<file path="src/design/mdq_pkg.sv">
// Shared types and constants for the matrix decomposition block.
// Depends on nothing; every other design file imports it.
`timescale 1ns / 1ps

package mdq_pkg;

  localparam int WORD_WIDTH = 32;
  localparam int UNIT_BITS  = 30;
  localparam int SQRT_STEPS = WORD_WIDTH;
  localparam int DIV_SHORT  = 31;
  localparam int DIV_LONG   = 48;

  typedef logic signed [WORD_WIDTH-1:0] word_t;
  typedef logic [WORD_WIDTH-1:0]        uword_t;

  // Result status codes
  localparam logic [1:0] ST_OK     = 2'd0;
  localparam logic [1:0] ST_W_ZERO = 2'd1;
  localparam logic [1:0] ST_ZERO   = 2'd2;

  // 1.0 in Q4.30, wide enough for trace arithmetic
  localparam logic signed [33:0] ONE_Q30 = 34'sh0_4000_0000;

  typedef enum logic [3:0] {
    OP_IDLE,
    OP_SQ,
    OP_ACC,
    OP_LEN_GO,
    OP_LEN_WAIT,
    OP_NORM_GO,
    OP_NORM_WAIT,
    OP_TRACE,
    OP_ARG,
    OP_ROOT_GO,
    OP_ROOT_WAIT,
    OP_Q_GO,
    OP_Q_WAIT,
    OP_EMIT
  } op_t;

  typedef struct packed {
    op_t        op;
    logic       take;
    logic [1:0] col;
    logic [1:0] row;
    logic [1:0] code;
  } cmd_t;

  typedef struct packed {
    logic col3;
    logic w_zero;
    logic sqrt_done;
    logic div_done;
    logic len_zero;
    logic arg_pos;
    logic out_busy;
  } stat_t;

endpackage

</file>
<file path="src/design/mdq_ctrl.sv">
// Sequencer that steps the datapath through lengths, normalization,
// root and quaternion components. Depends on mdq_pkg.
`timescale 1ns / 1ps

module mdq_ctrl import mdq_pkg::*; (
  input  logic  clk,
  input  logic  rst,
  input  stat_t stat,
  output cmd_t  cmd
);

  typedef enum logic [3:0] {
    S_IDLE, S_CHECK, S_SQ, S_ACC, S_LEN_GO, S_LEN_WAIT, S_NORM_GO, S_NORM_WAIT,
    S_TRACE, S_ARG, S_ROOT_GO, S_ROOT_WAIT, S_Q_GO, S_Q_WAIT, S_EMIT
  } state_t;

  state_t     state;
  logic [1:0] col;
  logic [1:0] row;
  logic [1:0] code;
  logic       zero_axis;
  logic       zero_now;

  assign zero_now = zero_axis | ((state == S_LEN_WAIT) & stat.len_zero);

  always_ff @(posedge clk) begin
    if (rst) begin
      state     <= S_IDLE;
      col       <= '0;
      row       <= '0;
      code      <= ST_OK;
      zero_axis <= 1'b0;
    end else begin
      case (state)
        S_IDLE: begin
          if (stat.col3) state <= S_CHECK;
        end
        S_CHECK: begin
          col       <= '0;
          row       <= '0;
          zero_axis <= 1'b0;
          if (stat.w_zero) begin
            code  <= ST_W_ZERO;
            state <= S_EMIT;
          end else begin
            state <= S_SQ;
          end
        end
        S_SQ: state <= S_ACC;
        S_ACC: begin
          if (row == 2'd2) begin
            row   <= '0;
            state <= S_LEN_GO;
          end else begin
            row   <= row + 2'd1;
            state <= S_SQ;
          end
        end
        S_LEN_GO: state <= S_LEN_WAIT;
        S_LEN_WAIT: begin
          if (stat.sqrt_done) begin
            row <= '0;
            if (!stat.len_zero) begin
              state <= S_NORM_GO;
            end else begin
              zero_axis <= 1'b1;
              if (col == 2'd2) begin
                code  <= ST_ZERO;
                state <= S_EMIT;
              end else begin
                col   <= col + 2'd1;
                state <= S_SQ;
              end
            end
          end
        end
        S_NORM_GO: state <= S_NORM_WAIT;
        S_NORM_WAIT: begin
          if (stat.div_done) begin
            if (row != 2'd2) begin
              row   <= row + 2'd1;
              state <= S_NORM_GO;
            end else begin
              row <= '0;
              if (col != 2'd2) begin
                col   <= col + 2'd1;
                state <= S_SQ;
              end else if (zero_now) begin
                code  <= ST_ZERO;
                state <= S_EMIT;
              end else begin
                state <= S_TRACE;
              end
            end
          end
        end
        S_TRACE: state <= S_ARG;
        S_ARG:   state <= S_ROOT_GO;
        S_ROOT_GO: begin
          if (stat.arg_pos) begin
            state <= S_ROOT_WAIT;
          end else begin
            code  <= ST_ZERO;
            state <= S_EMIT;
          end
        end
        S_ROOT_WAIT: begin
          if (stat.sqrt_done) begin
            row   <= '0;
            state <= S_Q_GO;
          end
        end
        S_Q_GO: state <= S_Q_WAIT;
        S_Q_WAIT: begin
          if (stat.div_done) begin
            if (row == 2'd2) begin
              code  <= ST_OK;
              state <= S_EMIT;
            end else begin
              row   <= row + 2'd1;
              state <= S_Q_GO;
            end
          end
        end
        S_EMIT: begin
          if (!stat.out_busy) state <= S_IDLE;
        end
        default: state <= S_IDLE;
      endcase
    end
  end

  // Map each state to its datapath operation
  always_comb begin
    case (state)
      S_SQ:        cmd.op = OP_SQ;
      S_ACC:       cmd.op = OP_ACC;
      S_LEN_GO:    cmd.op = OP_LEN_GO;
      S_LEN_WAIT:  cmd.op = OP_LEN_WAIT;
      S_NORM_GO:   cmd.op = OP_NORM_GO;
      S_NORM_WAIT: cmd.op = OP_NORM_WAIT;
      S_TRACE:     cmd.op = OP_TRACE;
      S_ARG:       cmd.op = OP_ARG;
      S_ROOT_GO:   cmd.op = OP_ROOT_GO;
      S_ROOT_WAIT: cmd.op = OP_ROOT_WAIT;
      S_Q_GO:      cmd.op = OP_Q_GO;
      S_Q_WAIT:    cmd.op = OP_Q_WAIT;
      S_EMIT:      cmd.op = OP_EMIT;
      default:     cmd.op = OP_IDLE;
    endcase
    cmd.take = (state == S_IDLE);
    cmd.col  = col;
    cmd.row  = row;
    cmd.code = code;
  end

endmodule

</file>
<file path="config.mk">
export PLATFORM = sky130hd
export DESIGN_NAME = mdq_ctrl
export DESIGN_NICKNAME = d
export VERILOG_FILES = /design/src/design/mdq_pkg.sv /design/src/design/mdq_ctrl.sv
export SDC_FILE = /design/constraint.sdc
export NUM_CORES = 1
export LEC_CHECK = 0
export BUFFER_PORTS_ARGS = -buffer_cell sky130_fd_sc_hd__buf_2
export CORE_AREA = 2 2 52 54
export DETAILED_ROUTE_END_ITERATION = 16
export DIE_AREA = 0 0 54 56
export MAX_ROUTING_LAYER = met4
export PLACE_DENSITY_LB_ADDON = 0.05
export SLEW_MARGIN = 15
export SYNTH_ARGS = -nofsm -noshare
export SYNTH_HDL_FRONTEND = slang
export SYNTH_SLANG_ARGS = --single-unit
</file>
<file path="constraint.sdc">
create_clock -name clk -period 3.36 [get_ports clk]
set_input_delay 0.168 -clock clk [delete_from_list [all_inputs] [get_ports clk]]
set_output_delay 0.168 -clock clk [all_outputs]
set_load 0.02 [all_outputs]
</file>
Word level (Yosys, flattened, before mapping)
Memory sizes are Yosys's and may differ from the RTL's. A register that Yosys moved wholly into a read port is not among the register bits.
Cells that the tools add are included.
- output and inout bits: 11
- RAM bits: 0
- memories: 1
- logic and storage cells: 104
- register bits after elaboration: 11
- ROM bits: 64
- latch bits: 0
- memories (memory ; depth ; bits a word ; rd ports ; clocked after Yosys merged registers in ; wr ports ; RTL line ; source):
    (no name shown) ; 16 ; 4 ; 1 ; 1 ; 0 ; mdq_ctrl.sv:135 ; case (state)
- shift operators: 0
- div/mod/pow operators: 0
- multipliers: 0
- reduce and logical (&&, ||, !) cells: 11
- equal/unequal tests: 36
- muxes and demuxes: 47
- add/sub/neg operators: 2
- bitwise logic cells: 2
- order comparisons: 0
- operators by type and width (kind ; number):
    $pmux W4 S15 ; 1
    $mux W4 ; 13
    $mux W2 ; 24
    $ne A2 B2 Y1 const B ; 18
    $eq A4 B4 Y1 const B ; 7
    $pmux W2 S5 ; 2
    $eq A4 B3 Y1 const B ; 4
    $reduce_and A12 Y1 ; 1
    $reduce_bool A5 Y1 ; 2
    $mux W3 ; 3
    $eq A4 B2 Y1 const B ; 2
    $reduce_and A7 Y1 ; 1
    $pmux W2 S3 ; 1
    $reduce_and A6 Y1 ; 1
    $reduce_and A5 Y1 ; 1
    $add A2 B1 Y2 const B ; 2
    $eq A2 B2 Y1 const B ; 2
    $eq A4 B1 Y1 const B ; 1
    $logic_not A4 Y1 ; 1
    $ne A2 B1 Y1 const B ; 2
    $reduce_and A3 Y1 ; 1
    $reduce_bool A3 Y1 ; 1
    $mux W1 ; 2
    $pmux W1 S2 ; 1
    other kinds (4) ; 4

Depth between registers and ports, before layout
- word-level depth: 10
- mapped depth: 12
- mapped depth without buffers: 12

Worst setup path after synthesis
No wires, ideal clock.
- kind: flip-flop to flip-flop
- start: register state[1]
- end: register, netlist name cmd[7]
- required time: 3228 ps
- path slack: 918 ps
- library setup time: 132 ps
- cell stages (with the launch flop): 10
- period minus slack after synthesis: 2442 ps
- arrival time: 2310 ps
- path through: dfxtp_1 buf_6 and4_4 or3_4 o21ai_2 mux2_1 or2_1 ha_1 nor4b_1 a211oi_2
- cells in the longest elaborated chain, start to end: 10
- RTL lines (item ; RTL line ; source):
    from (decl) ; mdq_ctrl.sv:17 ; state_t state;
    from (signal assigned) ; mdq_ctrl.sv:28 ; state <= S_IDLE;
    from (signal assigned) ; mdq_ctrl.sv:36 ; if (stat.col3) state <= S_CHECK;
    from (signal assigned) ; mdq_ctrl.sv:44 ; state <= S_EMIT;
    $eq A4 B3 Y1 ; mdq_ctrl.sv:24, mdq_ctrl.sv:34 ;
    $and A1 B1 Y1 ; mdq_ctrl.sv:24 ; assign zero_now = zero_axis | ((state == S_LEN_WAIT) & stat.len_zero);
    $or A1 B1 Y1 ; mdq_ctrl.sv:24 ;
    $mux W3 ; mdq_ctrl.sv:88 ; end else if (zero_now) begin
    $mux W4 ; mdq_ctrl.sv:85 ; if (col != 2'd2) begin
    $mux W4 ; mdq_ctrl.sv:80 ; if (row != 2'd2) begin
    $mux W4 ; mdq_ctrl.sv:79 ; if (stat.div_done) begin
    $pmux W4 S15 ; mdq_ctrl.sv:34 ; case (state)
    $mux W4 (no line) * (2 in a row) ; n/a ;
Mark *: on every way between the ends. The rest lies on a longest branch, timed or not. The select of a mux whose other input is x is not followed.
A chain may end at the register's enable or synchronous reset.

Final worst setup path
- start: register state[3]
- end: register, netlist name cmd[7]
- cells in the longest elaborated chain, start to end: 10
- RTL lines (item ; RTL line):
    $eq A4 B3 Y1 ; mdq_ctrl.sv:24, mdq_ctrl.sv:34
    $and A1 B1 Y1 ; mdq_ctrl.sv:24
    $or A1 B1 Y1 ; mdq_ctrl.sv:24
    $mux W3 ; mdq_ctrl.sv:88
    $mux W4 ; mdq_ctrl.sv:85
    $mux W4 ; mdq_ctrl.sv:80
    $mux W4 ; mdq_ctrl.sv:79
    $pmux W4 S15 ; mdq_ctrl.sv:34
    $mux W4 (no line) * (2 in a row) ; n/a
Marked as above.

==> summary.txt <==
Power
  • Reg power frac: 0.246
  • Clk network pwr share: 0.078
  • Sw Pwr: 0.647 mW
  • Cell Pwr Density: 913 mW/mm^2
  • Leakage: 0.551 nW
  • Switching share of power: 0.498
  • Cell internal pwr: 0.651 mW
  • Comb power frac: 0.676
  • Max VDD drop: ~600 uV

Worst setup path
  • R2R Path Start: state[3]
  • Worst Path Class, Setup: reg -> reg
  • Startpoint Class: flip-flop
  • Critical path startpoint: state[3]
  • Critical path fanouts, max: 23
  • Critical Path RT: roughly 3500 ps
  • CP endpoint kind: flip-flop
  • Critical Path Max Stage Delay: 760 ps
  • Crit-path cells: nor4_1, or3_4, o21ai_2, mux2_1, or2_1, ha_1, nor4b_1, a211oi_2
  • Critical path arrival: 3090 ps
  • Slowest CP cell: dfxtp_1

STA
  • Worst-Margin Slew: between 700 and 800 ps
  • Final max-slew violation count: 0
  • Max Fclk: 0.341 GHz
  • Setup-failing EPs final: 0
  • Worst slew margin: 0.503
  • Hold Vio Cnt, Final: 0
  • Setup TNS: 0 ps
  • Minimum clock period after layout: 2940 ps
  • RSZ-0062 raised after global routing: false
  • Post-Route Skew: 3.83 ps
  • Period utilization: 0.874

Synth
  • Sequential share of the synthesized area: 0.231
  • Cells after Synth: 152
  • YS warnings: 0
  • Synthesized Nets: 170
  • Yosys top cell by area: dfxtp_1
  • Top_reg_cell synth: dfxtp_1
  • Async set or reset register ratio after synthesis: 0
  • Synth top area share: 0.231
  • Yosys reg bits: 15
  • Synthesized area per cell: between 8 and 9 sq um
  • Synth unique cells: between 50 and 60
  • Post-Syn Area: 0.00130 sq mm
  • Post-synth EDFFs: 0
  • Top post-synthesis cells by area: dfxtp_1 23%, ha_1 8.7%, nor2_1 3.8%, a21oi_1 3.5%, inv_1 3.2%

Place
  • Final RePlAce weighted congestion: 0.918
  • Placed Instance Area: 0.00140 sq mm
  • Port Buf Inserts: 19
  • DPL Wire Length: 2240 um

Routing
  • Number of remaining DRC errors: 0
  • DR vias: 1,167
  • Final ANT Viol Nets: 0
  • Initial DRC Count: 41
  • Final WL: 2960 um
  • WL/cell: about 15 um
  • First-pass DRT Iterations: 4
  • Number of vias per cell: 5.86

Final layout
  • Area growth, synth to finish: 9.33%
  • Design area: 0.00142 sq mm
  • Antenna cells: 0
  • Layout Utilization: 0.585
  • Filler cell count: 243
  • Share of post-route cells with drive strength above 1: 0.254
  • Nets: 188

Floorplan
  • Full die area: between 0.003 and 0.004 sq mm
  • Io pins: 20
  • # rows: 18
  • Core area: 0.00243 sq mm
  • Die width: 54 um
  • Initial Utilization: 0.535
  • Die Ht: 56 um

Clock tree
  • Post-CTS Setup Repair Bufs: 0
  • Post-cts sizing count: 0
  • Num CTS Buffers: 3
  • CTS Hold Bufs: 0
  • Clk slew on worst S/H paths: approximately 90 ps
  • CTS tree: yes
  • Clock Path Buffers: 2
  • Clk_lat worst skew: around 280 ps
  • H-Tree Depth: 1
  • Clk sink count: 15
  • Root Buffer: clkbuf_4

Hold path
  • Hold path start: rst
  • Hold Crit Class: in -> reg

Outcome
  • Status: completed

GRT
  • Largest net degree at the start of global routing: 24
  • Initial antenna violation count: 0
  • Grt total ovfl: 0
  • Global Route Usage Sum: 0.215
  • First-pass GRT wire length: 4910 um
  • Vias in the first global route: 1,070

Flow run
  • MaxCap Viol Count: 0
[state kept, by name (all words and copies together) (netlist names)]
signal and flops:
cmd 4, code 2, col 2, row 2
state 4, zero_axis 1
[through the flow]
stage	worst slack [ps]	hold slack (ps)	instances	power, mW
floorplan	918	260	152	1.04
global placement	580	481	195	1.17
detailed placement	500	486	195	1.19
global route	290	239	199	1.41
finish	424	228	199	1.30
CTS	471	228	199	1.30
[cell type report]
class / instances / area [sq um] / share of cell area
multi-input combinational: 115 / 892 / 0.627
inverter: 13 / 48.8 / 0.0343
tap: 30 / 37.5 / 0.0264
timing repair buffer: 22 / 118 / 0.0827
sequential: 15 / 300 / 0.211
clock buffer: 4 / 26.3 / 0.0185
[power groups by stage]
stage	logic (mW)	clock network [mW]	registers (mW)
2_1_floorplan	0.736	0	0.299
3_3_place_gp	0.859	0	0.315
3_5_place_dp	0.872	0	0.318
4_1_cts	0.878	0.106	0.315
5_1_grt	0.962	0.116	0.331
6_report	0.878	0.102	0.319
[synth_stat cells (4+ instances only)]
library cell	number
mux2i_1	4
nor2_1	13
ha_1	9
a21oi_1	9
o21ai_0	5
inv_1	11
nand2_1	7
dfxtp_1	15
nand3_1	5
[layout by cell type (no fill, tap or decap), drive strengths merged, types with 2 or more instances in the layout]
cell type  Yosys  final
a211oi         6      6
inv           13     13
and4           2      2
or3b           2      2
nand2b         3      3
o22ai          2      2
nor3           3      3
a21oi          9      9
ha             9      9
a31oi          2      2
buf            6     22
o21ai          8      8
nand4          3      3
mux2i          4      4
nor2b          3      3
nand2          7      7
or2            2      2
dfxtp         15     15
clkbuf         3      4
mux2           4      4
o21a           4      4
nand3b         3      3
nor4           2      2
nor2          13     13
nand3          5      5
nor3b          3      3
[metal layers]
| layer | GRT usage | share of wire | up-vias |
|---|---|---|---|
| met5 | - | 0 | - |
| met4 | 0.0607 | 0.0047 | 0 |
| met3 | 0.0161 | 0.044 | 2 |
| met2 | 0.315 | 0.46 | 31 |
| met1 | 0.314 | 0.49 | 542 |
| li1 | - | - | 592 |
[cell families after synthesis]
kind of cell,after synthesis,share of synthesized area
DFF,15,0.231
and+or+nand+nor,57,0.265
buffers and inverters,22,0.0837
AOI/OAI and AO/OA,41,0.265
muxes,8,0.0683
adders and majority gates,9,0.0865
[final timing paths]
path	endpoint	slack, ps	cells past startpoint
hold reg to reg	row[0]	490	2
setup / recovery	cmd[7]	420	8
hold / removal	col[0]	230	2
setup reg to reg	cmd[7]	420	8
[worst max-delay path: cells and delay by family, from the launching register on]
family | cells | cell delay (ps)
compound gates | 2 | 220
fa+ha+maj | 1 | 250
flops | 1 | 760
mux | 1 | 350
simple gates | 4 | 1240
Power figures use the tool's default switching activity.
